## config.mk

```make
export PLATFORM = sky130hd
export DESIGN_NAME = frame_interval_timer
export DESIGN_NICKNAME = d
export VERILOG_FILES = /design/src/design/fit_pkg.sv /design/src/design/fit_div.sv /design/src/design/fit_dpath.sv /design/src/design/fit_ctrl.sv /design/src/design/frame_interval_timer.sv
export VERILOG_INCLUDE_DIRS = /design/src /design/src/design
export SDC_FILE = /design/constraint.sdc
export NUM_CORES = 2
export LEC_CHECK = 0
export BUFFER_PORTS_ARGS = -buffer_cell sky130_fd_sc_hd__buf_2
export CORE_ASPECT_RATIO = 1.5
export CORE_MARGIN = 10
export CORE_UTILIZATION = 30
export DETAILED_ROUTE_END_ITERATION = 6
export SYNTH_ARGS = -nofsm -noshare
export SYNTH_HDL_FRONTEND = slang
export SYNTH_SLANG_ARGS = --single-unit
```

## constraint.sdc

```tcl
create_clock -name clk -period 5.93 [get_ports clk]
set_input_delay 1.186 -clock clk [delete_from_list [all_inputs] [get_ports clk]]
set_output_delay 1.186 -clock clk [all_outputs]
set_load 0.02 [all_outputs]
```

## src/design/assert_macros.svh

```systemverilog
// Assertion helpers for the timer controller.
// Both expect clk in scope; FIT_ASSERT also expects rst_n.
`ifndef ASSERT_MACROS_SVH
`define ASSERT_MACROS_SVH

// Checked only while out of reset.
`define FIT_ASSERT(label, prop, msg) \
  label: assert property (@(posedge clk) disable iff (!rst_n) prop) \
    else $error(msg);

// Checked on every edge, reset included.
`define FIT_ASSERT_RST(label, prop, msg) \
  label: assert property (@(posedge clk) prop) else $error(msg);

`endif

```

## src/design/fit_pkg.sv

```systemverilog
package fit_pkg;

  // Field and register widths.
  localparam int OP_W       = 2;
  localparam int TS_W       = 32;
  localparam int NV_W       = 48;
  localparam int LOOP_W     = 24;
  localparam int REAL_W     = 48;
  localparam int PER_W      = 24;
  localparam int WIN_W      = 12;
  localparam int CNT_W      = 32;
  localparam int CFG_IDX_W  = 3;
  localparam int CFG_DATA_W = 24;
  localparam int NUM_LANES  = 3;

  // Defaults of the top-level parameters.
  localparam int TIME_BITS_DEF     = 48;
  localparam int INTERVAL_BITS_DEF = 24;

  // Milliseconds to microseconds, and the width of the divider input.
  localparam int SCALE   = 1000;
  localparam int DIVD_W  = TS_W + $clog2(SCALE);
  localparam int DSTEP_W = $clog2(DIVD_W + 1);

  // Operation codes.
  localparam logic [OP_W-1:0] OP_TICK      = 2'd0;
  localparam logic [OP_W-1:0] OP_LOAD_TIME = 2'd1;
  localparam logic [OP_W-1:0] OP_LOAD_IVL  = 2'd2;

  // Configuration register indexes.
  localparam logic [CFG_IDX_W-1:0] CFG_MAX_FRAME  = 3'd0;
  localparam logic [CFG_IDX_W-1:0] CFG_AVG_WINDOW = 3'd1;
  localparam logic [CFG_IDX_W-1:0] CFG_PERIOD_A   = 3'd2;
  localparam logic [CFG_IDX_W-1:0] CFG_PERIOD_B   = 3'd3;
  localparam logic [CFG_IDX_W-1:0] CFG_PERIOD_C   = 3'd4;

  // Configuration reset values.
  localparam logic [PER_W-1:0] MAX_FRAME_RST  = 24'd1000000;
  localparam logic [WIN_W-1:0] AVG_WINDOW_RST = 12'd10;
  localparam logic [PER_W-1:0] PERIOD_A_RST   = 24'd33333;
  localparam logic [PER_W-1:0] PERIOD_B_RST   = 24'd66667;
  localparam logic [PER_W-1:0] PERIOD_C_RST   = 24'd142857;

  typedef enum logic [3:0] {
    ST_IDLE,
    ST_DECODE,
    ST_CHECK,
    ST_DIV,
    ST_CLAMP,
    ST_ACC,
    ST_TOG_SUB,
    ST_TOG_FIX,
    ST_DONE
  } fit_state_t;

  typedef struct packed {
    logic capture;    // latch the incoming word
    logic tick_upd;   // delta, frame count, elapsed, last timestamp
    logic load_time;  // running time from new_value
    logic load_ivl;   // interval from new_value, saturated
    logic div_start;  // launch elapsed*1000/count
    logic div_take;   // write quotient, clear counters
    logic clamp;      // clamp interval to max_frame_us
    logic accum;      // running time and phase sums
    logic tog_sub;    // compare, flip, subtract period
    logic tog_fix;    // zero a sum still over its period
    logic out_load;   // copy state into the result register
  } fit_cmd_t;

  typedef struct packed {
    logic over_window;
    logic div_done;
  } fit_status_t;

endpackage

```

## src/design/fit_div.sv

```systemverilog
module fit_div (
  input  logic                       clk,
  input  logic                       rst_n,
  input  logic                       start,
  input  logic [fit_pkg::DIVD_W-1:0] dividend,
  input  logic [fit_pkg::CNT_W-1:0]  divisor,
  output logic                       done,
  output logic [fit_pkg::DIVD_W-1:0] quotient
);

  localparam int DIVD_W  = fit_pkg::DIVD_W;
  localparam int DIVS_W  = fit_pkg::CNT_W;
  localparam int DSTEP_W = fit_pkg::DSTEP_W;

  logic [DIVS_W-1:0]  rem_r;
  logic [DIVD_W-1:0]  quo_r;
  logic [DIVS_W-1:0]  dvs_r;
  logic [DSTEP_W-1:0] step_r;
  logic               busy_r;
  logic               done_r;
  logic [DIVS_W:0]    rem_sh;
  logic [DIVS_W:0]    diff;
  logic               ge;

  // One restoring step: shift in the next dividend bit, subtract if it fits.
  assign rem_sh = {rem_r, quo_r[DIVD_W-1]};
  assign ge     = rem_sh >= {1'b0, dvs_r};
  assign diff   = rem_sh - {1'b0, dvs_r};

  always_ff @(posedge clk) begin
    if (!rst_n) begin
      busy_r <= 1'b0;
      done_r <= 1'b0;
      step_r <= '0;
    end else begin
      done_r <= 1'b0;
      if (start) begin
        busy_r <= 1'b1;
        step_r <= DSTEP_W'(DIVD_W);
      end else if (busy_r) begin
        step_r <= step_r - DSTEP_W'(1);
        if (step_r == DSTEP_W'(1)) begin
          busy_r <= 1'b0;
          done_r <= 1'b1;
        end
      end
    end
  end

  always_ff @(posedge clk) begin
    if (start) begin
      rem_r <= '0;
      quo_r <= dividend;
      dvs_r <= divisor;
    end else if (busy_r) begin
      rem_r <= ge ? diff[DIVS_W-1:0] : rem_sh[DIVS_W-1:0];
      quo_r <= {quo_r[DIVD_W-2:0], ge};
    end
  end

  assign done     = done_r;
  assign quotient = quo_r;

endmodule

```

## src/design/fit_dpath.sv

```systemverilog
module fit_dpath #(
  parameter int TIME_BITS     = fit_pkg::TIME_BITS_DEF,
  parameter int INTERVAL_BITS = fit_pkg::INTERVAL_BITS_DEF
) (
  input  logic                           clk,
  input  logic                           rst_n,
  input  fit_pkg::fit_cmd_t              cmd,
  output fit_pkg::fit_status_t           status,
  input  logic [fit_pkg::TS_W-1:0]       in_timestamp_ms,
  input  logic [fit_pkg::NV_W-1:0]       in_new_value,
  input  logic                           cfg_wr_en,
  input  logic [fit_pkg::CFG_IDX_W-1:0]  cfg_index,
  input  logic [fit_pkg::CFG_DATA_W-1:0] cfg_wdata,
  output logic [fit_pkg::LOOP_W-1:0]     out_loop_time_us,
  output logic [fit_pkg::REAL_W-1:0]     out_real_time_us,
  output logic [fit_pkg::NUM_LANES-1:0]  out_toggle
);

  localparam int TS_W      = fit_pkg::TS_W;
  localparam int NV_W      = fit_pkg::NV_W;
  localparam int CNT_W     = fit_pkg::CNT_W;
  localparam int PER_W     = fit_pkg::PER_W;
  localparam int WIN_W     = fit_pkg::WIN_W;
  localparam int LOOP_W    = fit_pkg::LOOP_W;
  localparam int REAL_W    = fit_pkg::REAL_W;
  localparam int DIVD_W    = fit_pkg::DIVD_W;
  localparam int NUM_LANES = fit_pkg::NUM_LANES;
  localparam int CMP_W     = (INTERVAL_BITS > PER_W) ? INTERVAL_BITS : PER_W;
  localparam int SUM_W     = CMP_W + 1;

  // Configuration.
  logic [PER_W-1:0]         max_frame_r;
  logic [WIN_W-1:0]         avg_window_r;
  logic [PER_W-1:0]         period_r [NUM_LANES];

  // Word in flight.
  logic [TS_W-1:0]          ts_r;
  logic [NV_W-1:0]          nv_r;

  // Timer state.
  logic [TS_W-1:0]          last_ts_r;
  logic [CNT_W-1:0]         frame_cnt_r;
  logic [TS_W-1:0]          elapsed_r;
  logic [INTERVAL_BITS-1:0] ivl_r;
  logic [TIME_BITS-1:0]     run_time_r;
  logic [PER_W-1:0]         phase_r  [NUM_LANES];
  logic [NUM_LANES-1:0]     level_r;

  // Toggle lanes between steps.
  logic [SUM_W-1:0]         sum_r    [NUM_LANES];
  logic [NUM_LANES-1:0]     wrap_r;

  // Result register.
  logic [LOOP_W-1:0]        out_loop_r;
  logic [REAL_W-1:0]        out_real_r;
  logic [NUM_LANES-1:0]     out_tog_r;

  logic [DIVD_W-1:0]        scaled;
  logic [DIVD_W-1:0]        quotient;
  logic                     div_done;
  logic [INTERVAL_BITS-1:0] quo_sat;
  logic [INTERVAL_BITS-1:0] nv_sat;
  logic [TS_W-1:0]          delta;

  assign delta   = ts_r - last_ts_r;
  assign scaled  = DIVD_W'(elapsed_r) * DIVD_W'(fit_pkg::SCALE);
  assign quo_sat = (|quotient[DIVD_W-1:INTERVAL_BITS]) ? '1 : quotient[INTERVAL_BITS-1:0];
  assign nv_sat  = (|nv_r[NV_W-1:INTERVAL_BITS]) ? '1 : nv_r[INTERVAL_BITS-1:0];

  fit_div u_div (
    .clk      (clk),
    .rst_n    (rst_n),
    .start    (cmd.div_start),
    .dividend (scaled),
    .divisor  (frame_cnt_r),
    .done     (div_done),
    .quotient (quotient)
  );

  assign status.over_window = elapsed_r > TS_W'(avg_window_r);
  assign status.div_done    = div_done;

  always_ff @(posedge clk) begin
    if (!rst_n) begin
      max_frame_r  <= fit_pkg::MAX_FRAME_RST;
      avg_window_r <= fit_pkg::AVG_WINDOW_RST;
      period_r[0]  <= fit_pkg::PERIOD_A_RST;
      period_r[1]  <= fit_pkg::PERIOD_B_RST;
      period_r[2]  <= fit_pkg::PERIOD_C_RST;
    end else if (cfg_wr_en) begin
      case (cfg_index)
        fit_pkg::CFG_MAX_FRAME:  max_frame_r  <= cfg_wdata;
        fit_pkg::CFG_AVG_WINDOW: avg_window_r <= cfg_wdata[WIN_W-1:0];
        fit_pkg::CFG_PERIOD_A:   period_r[0]  <= cfg_wdata;
        fit_pkg::CFG_PERIOD_B:   period_r[1]  <= cfg_wdata;
        fit_pkg::CFG_PERIOD_C:   period_r[2]  <= cfg_wdata;
        default: ;
      endcase
    end
  end

  always_ff @(posedge clk) begin
    if (cmd.capture) begin
      ts_r <= in_timestamp_ms;
      nv_r <= in_new_value;
    end
  end

  always_ff @(posedge clk) begin
    if (!rst_n) begin
      last_ts_r   <= '0;
      frame_cnt_r <= '0;
      elapsed_r   <= '0;
      ivl_r       <= '0;
      run_time_r  <= '0;
      level_r     <= '1;
      for (int i = 0; i < NUM_LANES; i++) begin
        phase_r[i] <= '0;
      end
    end else begin
      if (cmd.tick_upd) begin
        last_ts_r <= ts_r;
        elapsed_r <= elapsed_r + delta;
        if (frame_cnt_r != '1) begin
          frame_cnt_r <= frame_cnt_r + CNT_W'(1);
        end
      end
      if (cmd.load_time) begin
        run_time_r <= TIME_BITS'(nv_r);
      end
      if (cmd.load_ivl) begin
        ivl_r <= nv_sat;
      end
      if (cmd.div_take) begin
        ivl_r       <= quo_sat;
        frame_cnt_r <= '0;
        elapsed_r   <= '0;
      end
      if (cmd.clamp && (CMP_W'(ivl_r) > CMP_W'(max_frame_r))) begin
        ivl_r <= INTERVAL_BITS'(max_frame_r);
      end
      if (cmd.accum) begin
        run_time_r <= run_time_r + TIME_BITS'(ivl_r);
      end
      for (int i = 0; i < NUM_LANES; i++) begin
        if (cmd.tog_sub && (sum_r[i] >= SUM_W'(period_r[i]))) begin
          level_r[i] <= ~level_r[i];
        end
        if (cmd.tog_fix) begin
          phase_r[i] <= (wrap_r[i] && (sum_r[i] >= SUM_W'(period_r[i]))) ?
                        '0 : sum_r[i][PER_W-1:0];
        end
      end
    end
  end

  always_ff @(posedge clk) begin
    for (int i = 0; i < NUM_LANES; i++) begin
      if (cmd.accum) begin
        sum_r[i] <= SUM_W'(phase_r[i]) + SUM_W'(ivl_r);
      end else if (cmd.tog_sub) begin
        wrap_r[i] <= sum_r[i] >= SUM_W'(period_r[i]);
        if (sum_r[i] >= SUM_W'(period_r[i])) begin
          sum_r[i] <= sum_r[i] - SUM_W'(period_r[i]);
        end
      end
    end
  end

  always_ff @(posedge clk) begin
    if (cmd.out_load) begin
      out_loop_r <= LOOP_W'(ivl_r);
      out_real_r <= REAL_W'(run_time_r);
      out_tog_r  <= level_r;
    end
  end

  assign out_loop_time_us = out_loop_r;
  assign out_real_time_us = out_real_r;
  assign out_toggle       = out_tog_r;

endmodule

```

## src/design/fit_ctrl.sv

```systemverilog
`include "assert_macros.svh"

module fit_ctrl (
  input  logic                     clk,
  input  logic                     rst_n,
  input  logic                     in_valid,
  output logic                     in_ready,
  input  logic [fit_pkg::OP_W-1:0] in_op,
  output logic                     out_valid,
  input  logic                     out_ready,
  output fit_pkg::fit_cmd_t        cmd,
  input  fit_pkg::fit_status_t     status
);

  fit_pkg::fit_state_t       state_r;
  fit_pkg::fit_state_t       state_nxt;
  logic [fit_pkg::OP_W-1:0]  op_r;
  logic                      out_valid_r;
  logic                      out_valid_nxt;
  logic                      accept;

  assign accept = in_valid && in_ready;

  always_ff @(posedge clk) begin
    if (!rst_n) begin
      state_r     <= fit_pkg::ST_IDLE;
      out_valid_r <= 1'b0;
    end else begin
      state_r     <= state_nxt;
      out_valid_r <= out_valid_nxt;
    end
  end

  always_ff @(posedge clk) begin
    if (accept) begin
      op_r <= in_op;
    end
  end

  always_comb begin
    state_nxt     = state_r;
    cmd           = '0;
    in_ready      = 1'b0;
    out_valid_nxt = out_valid_r && !out_ready;
    case (state_r)
      fit_pkg::ST_IDLE: begin
        in_ready    = 1'b1;
        cmd.capture = in_valid;
        if (in_valid) begin
          state_nxt = fit_pkg::ST_DECODE;
        end
      end
      fit_pkg::ST_DECODE: begin
        case (op_r)
          fit_pkg::OP_TICK: begin
            cmd.tick_upd = 1'b1;
            state_nxt    = fit_pkg::ST_CHECK;
          end
          fit_pkg::OP_LOAD_TIME: begin
            cmd.load_time = 1'b1;
            state_nxt     = fit_pkg::ST_DONE;
          end
          fit_pkg::OP_LOAD_IVL: begin
            cmd.load_ivl = 1'b1;
            state_nxt    = fit_pkg::ST_DONE;
          end
          default: state_nxt = fit_pkg::ST_DONE;
        endcase
      end
      fit_pkg::ST_CHECK: begin
        if (status.over_window) begin
          cmd.div_start = 1'b1;
          state_nxt     = fit_pkg::ST_DIV;
        end else begin
          state_nxt = fit_pkg::ST_CLAMP;
        end
      end
      fit_pkg::ST_DIV: begin
        if (status.div_done) begin
          cmd.div_take = 1'b1;
          state_nxt    = fit_pkg::ST_CLAMP;
        end
      end
      fit_pkg::ST_CLAMP: begin
        cmd.clamp = 1'b1;
        state_nxt = fit_pkg::ST_ACC;
      end
      fit_pkg::ST_ACC: begin
        cmd.accum = 1'b1;
        state_nxt = fit_pkg::ST_TOG_SUB;
      end
      fit_pkg::ST_TOG_SUB: begin
        cmd.tog_sub = 1'b1;
        state_nxt   = fit_pkg::ST_TOG_FIX;
      end
      fit_pkg::ST_TOG_FIX: begin
        cmd.tog_fix = 1'b1;
        state_nxt   = fit_pkg::ST_DONE;
      end
      fit_pkg::ST_DONE: begin
        if (!out_valid_r || out_ready) begin
          cmd.out_load  = 1'b1;
          out_valid_nxt = 1'b1;
          state_nxt     = fit_pkg::ST_IDLE;
        end
      end
      default: state_nxt = fit_pkg::ST_IDLE;
    endcase
  end

  assign out_valid = out_valid_r;

  `FIT_ASSERT(a_accept_decode, accept |=> (state_r == fit_pkg::ST_DECODE), "accept did not start decode")
  `FIT_ASSERT(a_div_done_wait, status.div_done |-> (state_r == fit_pkg::ST_DIV), "divider done outside wait")
  `FIT_ASSERT(a_no_overwrite, cmd.out_load |-> (!out_valid_r || out_ready), "pending result overwritten")
  `FIT_ASSERT(a_check_div, (state_r == fit_pkg::ST_CHECK && status.over_window) |=> (state_r == fit_pkg::ST_DIV), "recompute skipped")
  `FIT_ASSERT_RST(a_reset_idle, !rst_n |=> (state_r == fit_pkg::ST_IDLE && !out_valid_r), "reset left block busy")

endmodule

```

## src/design/frame_interval_timer.sv

```systemverilog
// Path, accept to out_valid: a load goes through decode and done; a frame tick adds
// check, clamp, acc and both toggle steps; a recompute adds the 42-step divider.
// One word at a time: the next word is taken as soon as the previous one is parked
// in the result register.
// Reset (synchronous, rst_n low): registers to defaults, counters and time to zero,
// toggle levels to one, no result pending.
module frame_interval_timer #(
  parameter int TIME_BITS     = fit_pkg::TIME_BITS_DEF,
  parameter int INTERVAL_BITS = fit_pkg::INTERVAL_BITS_DEF
) (
  input  logic                           clk,
  input  logic                           rst_n,
  // input words
  input  logic                           in_valid,
  output logic                           in_ready,
  input  logic [fit_pkg::OP_W-1:0]       in_op,
  input  logic [fit_pkg::TS_W-1:0]       in_timestamp_ms,
  input  logic [fit_pkg::NV_W-1:0]       in_new_value,
  // result words
  output logic                           out_valid,
  input  logic                           out_ready,
  output logic [fit_pkg::LOOP_W-1:0]     out_loop_time_us,
  output logic [fit_pkg::REAL_W-1:0]     out_real_time_us,
  output logic                           out_toggle_a,
  output logic                           out_toggle_b,
  output logic                           out_toggle_c,
  // configuration writes
  input  logic                           cfg_wr_en,
  input  logic [fit_pkg::CFG_IDX_W-1:0]  cfg_index,
  input  logic [fit_pkg::CFG_DATA_W-1:0] cfg_wdata
);

  // The controller walks one word through the datapath step by step:
  //   decode  - apply a load, or fold the tick's timestamp delta into elapsed
  //             and bump the saturating frame count
  //   check   - if elapsed is past the window, launch elapsed*1000/count
  //   div     - wait out the serial divider, then take the saturated quotient
  //             and clear both counters
  //   clamp   - hold the interval at or under max_frame_us (every tick)
  //   acc     - advance the running time and form the three phase sums
  //   tog     - flip a level whose sum passed its period, subtract the period,
  //             then drop a sum that is still over to zero
  //   done    - park the state in the result register once it is free
  fit_pkg::fit_cmd_t                cmd;
  fit_pkg::fit_status_t             status;
  logic [fit_pkg::NUM_LANES-1:0]    toggles;

  fit_ctrl u_ctrl (
    .clk       (clk),
    .rst_n     (rst_n),
    .in_valid  (in_valid),
    .in_ready  (in_ready),
    .in_op     (in_op),
    .out_valid (out_valid),
    .out_ready (out_ready),
    .cmd       (cmd),
    .status    (status)
  );

  fit_dpath #(
    .TIME_BITS     (TIME_BITS),
    .INTERVAL_BITS (INTERVAL_BITS)
  ) u_dpath (
    .clk              (clk),
    .rst_n            (rst_n),
    .cmd              (cmd),
    .status           (status),
    .in_timestamp_ms  (in_timestamp_ms),
    .in_new_value     (in_new_value),
    .cfg_wr_en        (cfg_wr_en),
    .cfg_index        (cfg_index),
    .cfg_wdata        (cfg_wdata),
    .out_loop_time_us (out_loop_time_us),
    .out_real_time_us (out_real_time_us),
    .out_toggle       (toggles)
  );

  // Lane order: a, b, c.
  assign out_toggle_a = toggles[0];
  assign out_toggle_b = toggles[1];
  assign out_toggle_c = toggles[2];

endmodule

```

==> results.md <==
- WL/cell: 19.7 um
- Critical path peak fanout: 6
- Clock sink count: 705
- Type of origin of the critical path: flip-flop
- Sequential share of the synthesized area: 41.2%
- Max VDD drop: 0.000431 V
- Post-synthesis cell area: 45200 sq um
- Layout cell share with drive strength beyond 1: 8.92%
- Number of global-route vias before repair: 35800
- Sw Pwr: 8.74 mW
- Max-Slew Margin vs Limit: 18.3%
- Worst slew pin tran: 1.22 ns
- RSZ-0062 raised after global routing: no
- Path type of the worst min-delay path: flip-flop to flip-flop
- Final Util: 34.2%
- Total grt overflow: 0
- Fmax achieved: 0.181 GHz
- Most Frequent Cell on Critical Path: fa_1
- CTS tree: built
- Clk_skew: 0.0538 ns
- Cell area power density: 424 nW/um^2
- Synth Instances: 4634
- Antenna violation net count after detailed routing: 0
- Reg clk slew, reported paths: 0.07 ns
- Pre-Repair DR Iteration Count: 7
- Top FF cell, synth: edfxtp_1
- DRT iter0 DRCs: 2113
- Crit Path Category: flip-flop to flip-flop
- Area Growth Syn to Fin: 13.1%
- EDFF count, synth: 450
- Count of cell types in the netlist: 95
- Vias: 35000
- CP bufs+invs: 3
- Root buf cell: clkbuf_16
- Via density: 5.15
- Synth warn: 0
- Final net count: 5438
- CTS H-tree lvls: 3
- Status: complete, no violations
- Final max-slew violation count: 0
- Pleak: 20.6 nW
- Synthesized area per cell: 9.76 sq um
- Clock share of power: 24.0%
- CTS Buf Count: 80
- Die width: 337 um
- Crit path max-delay family: adder cells
- Post-layout min period: 5.54 ns
- Final setup violation count: 0
- MaxCap Viol Count: 0
- Starting Density: 30.2%
- Worst endpoint data arrival time: 5.94 ns
- Yosys reg bits: 705
- Die area: 167000 sq um
- Post-synth ARST share: 0%
- Routability congestion estimate from global placement: 0.928
- Crit path required time: 6.34 ns
- Post-route DRC: 0
- Cell Area, Placed: 48400 sq um
- Worst Setup End Kind: flip-flop
- I/O Buffers: 190
- Fin cells: 6803
- Placed Instances: 6651
- Max incr delay on CP: 0.55 ns
- Reg power frac: 32.9%
- Final hold violations: 0
- Die Y-Extent: 495 um
- Hpwl dp: 104000 um
- Critical-path cell list: inv_2 > fa_1 > fa_1 > fa_1 > fa_1 > inv_1 > ha_1 > a2111oi_1 > o21ai_0 > a31oi_1 > o21bai_1 > a21oi_1 > buf_4 > o2111ai_1 > and3_1 > a221oi_1 > xnor2_1 > o21ai_1
- Mapped Nets: 5274
- Maximum clock path buffer count: 3
- Period utilisation layout: 93.4%
- Ports: 191
- Worst skew pair latency: 0.70 ns
- Slowest-stage cell, CP: fa_1
- Tot GR Track Use: 15.8%
- Setup TNS: 0 ns
- Combinational Power Share: 43.1%
- Internal: 12.9 mW
- First-pass GRT wire length: 206000 um
- Core area: 150000 sq um
- Pin count of the biggest net entering global routing: 78
- Final Instance Area: 51200 sq um
- Tot Pwr: 21.7 mW
- Initial antenna violation count: 9
- Final wirelength: 134000 um
- Row cnt: 174
- Sw frac: 40.4%
-- worst paths after layout --
check,cells past startpoint,start,endpoint,slack (ns)
worst max-delay path,18,u_dpath.elapsed_r[4]$_SDFFE_PP0P_,u_dpath.u_div.quotient[41]$_DFFE_PP_,0.39
worst min register to register,0,u_dpath.run_time_r[28]$_SDFFE_PN0P_,u_dpath.out_real_time_us[28]$_DFFE_PP_,0.46
worst max register to register,18,u_dpath.elapsed_r[4]$_SDFFE_PP0P_,u_dpath.u_div.quotient[41]$_DFFE_PP_,0.39
worst min-delay path,0,u_dpath.run_time_r[28]$_SDFFE_PN0P_,u_dpath.out_real_time_us[28]$_DFFE_PP_,0.46
-- through the flow --
stage | setup slack, ns | hold slack (ns)
final | 0.391 | 0.459
after floorplan | 0.728 | 0.408
after detailed placement | 0.211 | 0.443
after global routing | 0.0727 | 0.468
after CTS | 0.138 | 0.456
after global placement | 0.182 | 0.440
-- power groups by stage --
stage          registers [mW]  clock network (mW)  logic (mW)
3_5_place_dp             7.21                   0        9.33
2_1_floorplan            6.87                   0        7.01
4_1_cts                  7.12                5.35        9.38
5_1_grt                  7.21                5.53        10.5
6_report                 7.12                5.21        9.33
3_3_place_gp             7.19                   0        9.18
-- cell families after synthesis --
| group | synth area share, % |
|---|---|
| AOI/OAI and AO/OA | 16.4 |
| xor gates and xnor gates | 4.96 |
| adders and majority gates | 17.2 |
| buffers and inverters | 5.27 |
| DFF | 41.2 |
| muxes | 1.29 |
| and+or+nand+nor | 13.7 |
-- flip-flops by register name, summed over array words and instances (netlist names), 42 cells and up --
name	flops
u_dpath.u_div.quotient	42
u_dpath.sum_r	75
u_dpath.nv_r	48
u_dpath.phase_r	72
u_dpath.out_real_time_us	48
u_dpath.period_r	72
u_dpath.run_time_r	48
-- cells in the mapped netlist, drive strengths merged, types with 54 or more instances --
cell    count  share of area, %
a211oi     73               1.2
o21ai     286               3.2
nand3     123               1.4
edfxtp    450                30
ha        369                10
a21o      116               1.9
nand4      59              0.82
nor2      233               1.9
inv       462               3.8
nand2     436               3.6
nand2b     54              0.75
fa        157               7.0
xor2      101               2.0
a21oi     398               4.4
xnor2     155               3.0
and2      109               1.5
clkbuf    135               1.1
dfxtp     255                11
-- what timing repair did --
action / CTS / global route
endpoints found under the hold margin: 0 / 0
hold buffers: 0 / 0
setup buffers: 0 / 1
gates resized for setup: 0 / 4
setup endpoints to repair: 0 / 2
-- layer usage --
layer  global-route usage, %  share of wire [%]  routed length (um)  up-vias
li1                        -                  -                   -    16800
met1                    18.9                 41               54900    17100
met2                    28.3                 50               67700      896
met3                    1.96                5.2                6980      209
met4                    6.19                3.5                4680        0
met5                       0                  0                   0        -
-- area by class of cell --
class	count	area, sq um
fill	15300	98600
clock inverter	41	480
multi-input combinational	3303	24300
timing repair buffer	245	1360
tap	1936	2420
clock buffer	108	2230
antenna	2	5.00
inverter	463	1740
sequential	705	18600
-- placed cells by master, fill, tap and decap left out, types with 17 or more instances in the layout --
cell type / n
o22ai_1: 30
edfxtp_1: 450
nor2_1: 230
a21oi_1: 395
inv_1: 460
a31oi_1: 40
o21bai_1: 37
mux2i_1: 45
nand2_1: 432
nor4_1: 26
buf_2: 190
xor2_1: 101
fa_1: 157
ha_1: 369
and4_1: 17
o21ai_0: 281
nand3_1: 122
o211ai_1: 26
and2_1: 104
a21o_1: 116
nor2b_1: 45
clkbuf_16: 81
xnor2_1: 155
and3_1: 27
o21a_1: 31
nor3_1: 47
a211oi_1: 73
buf_4: 55
or3_1: 39
clkbuf_1: 17
nand2b_1: 53
dfxtp_1: 254
a311oi_1: 18
nand4_1: 59
-- worst reg2reg max path: stages, from the launching register on --
cell and delay, ns:
dfxtp_1 0.46, inv_2 0.14, fa_1 0.51, fa_1 0.55
fa_1 0.44, fa_1 0.51, inv_1 0.04, ha_1 0.39
a2111oi_1 0.37, o21ai_0 0.19, a31oi_1 0.20, o21bai_1 0.12
a21oi_1 0.17, buf_4 0.16, o2111ai_1 0.18, and3_1 0.27
a221oi_1 0.33, xnor2_1 0.16, o21ai_1 0.07
No activity file was read; power rests on OpenSTA's default activity.
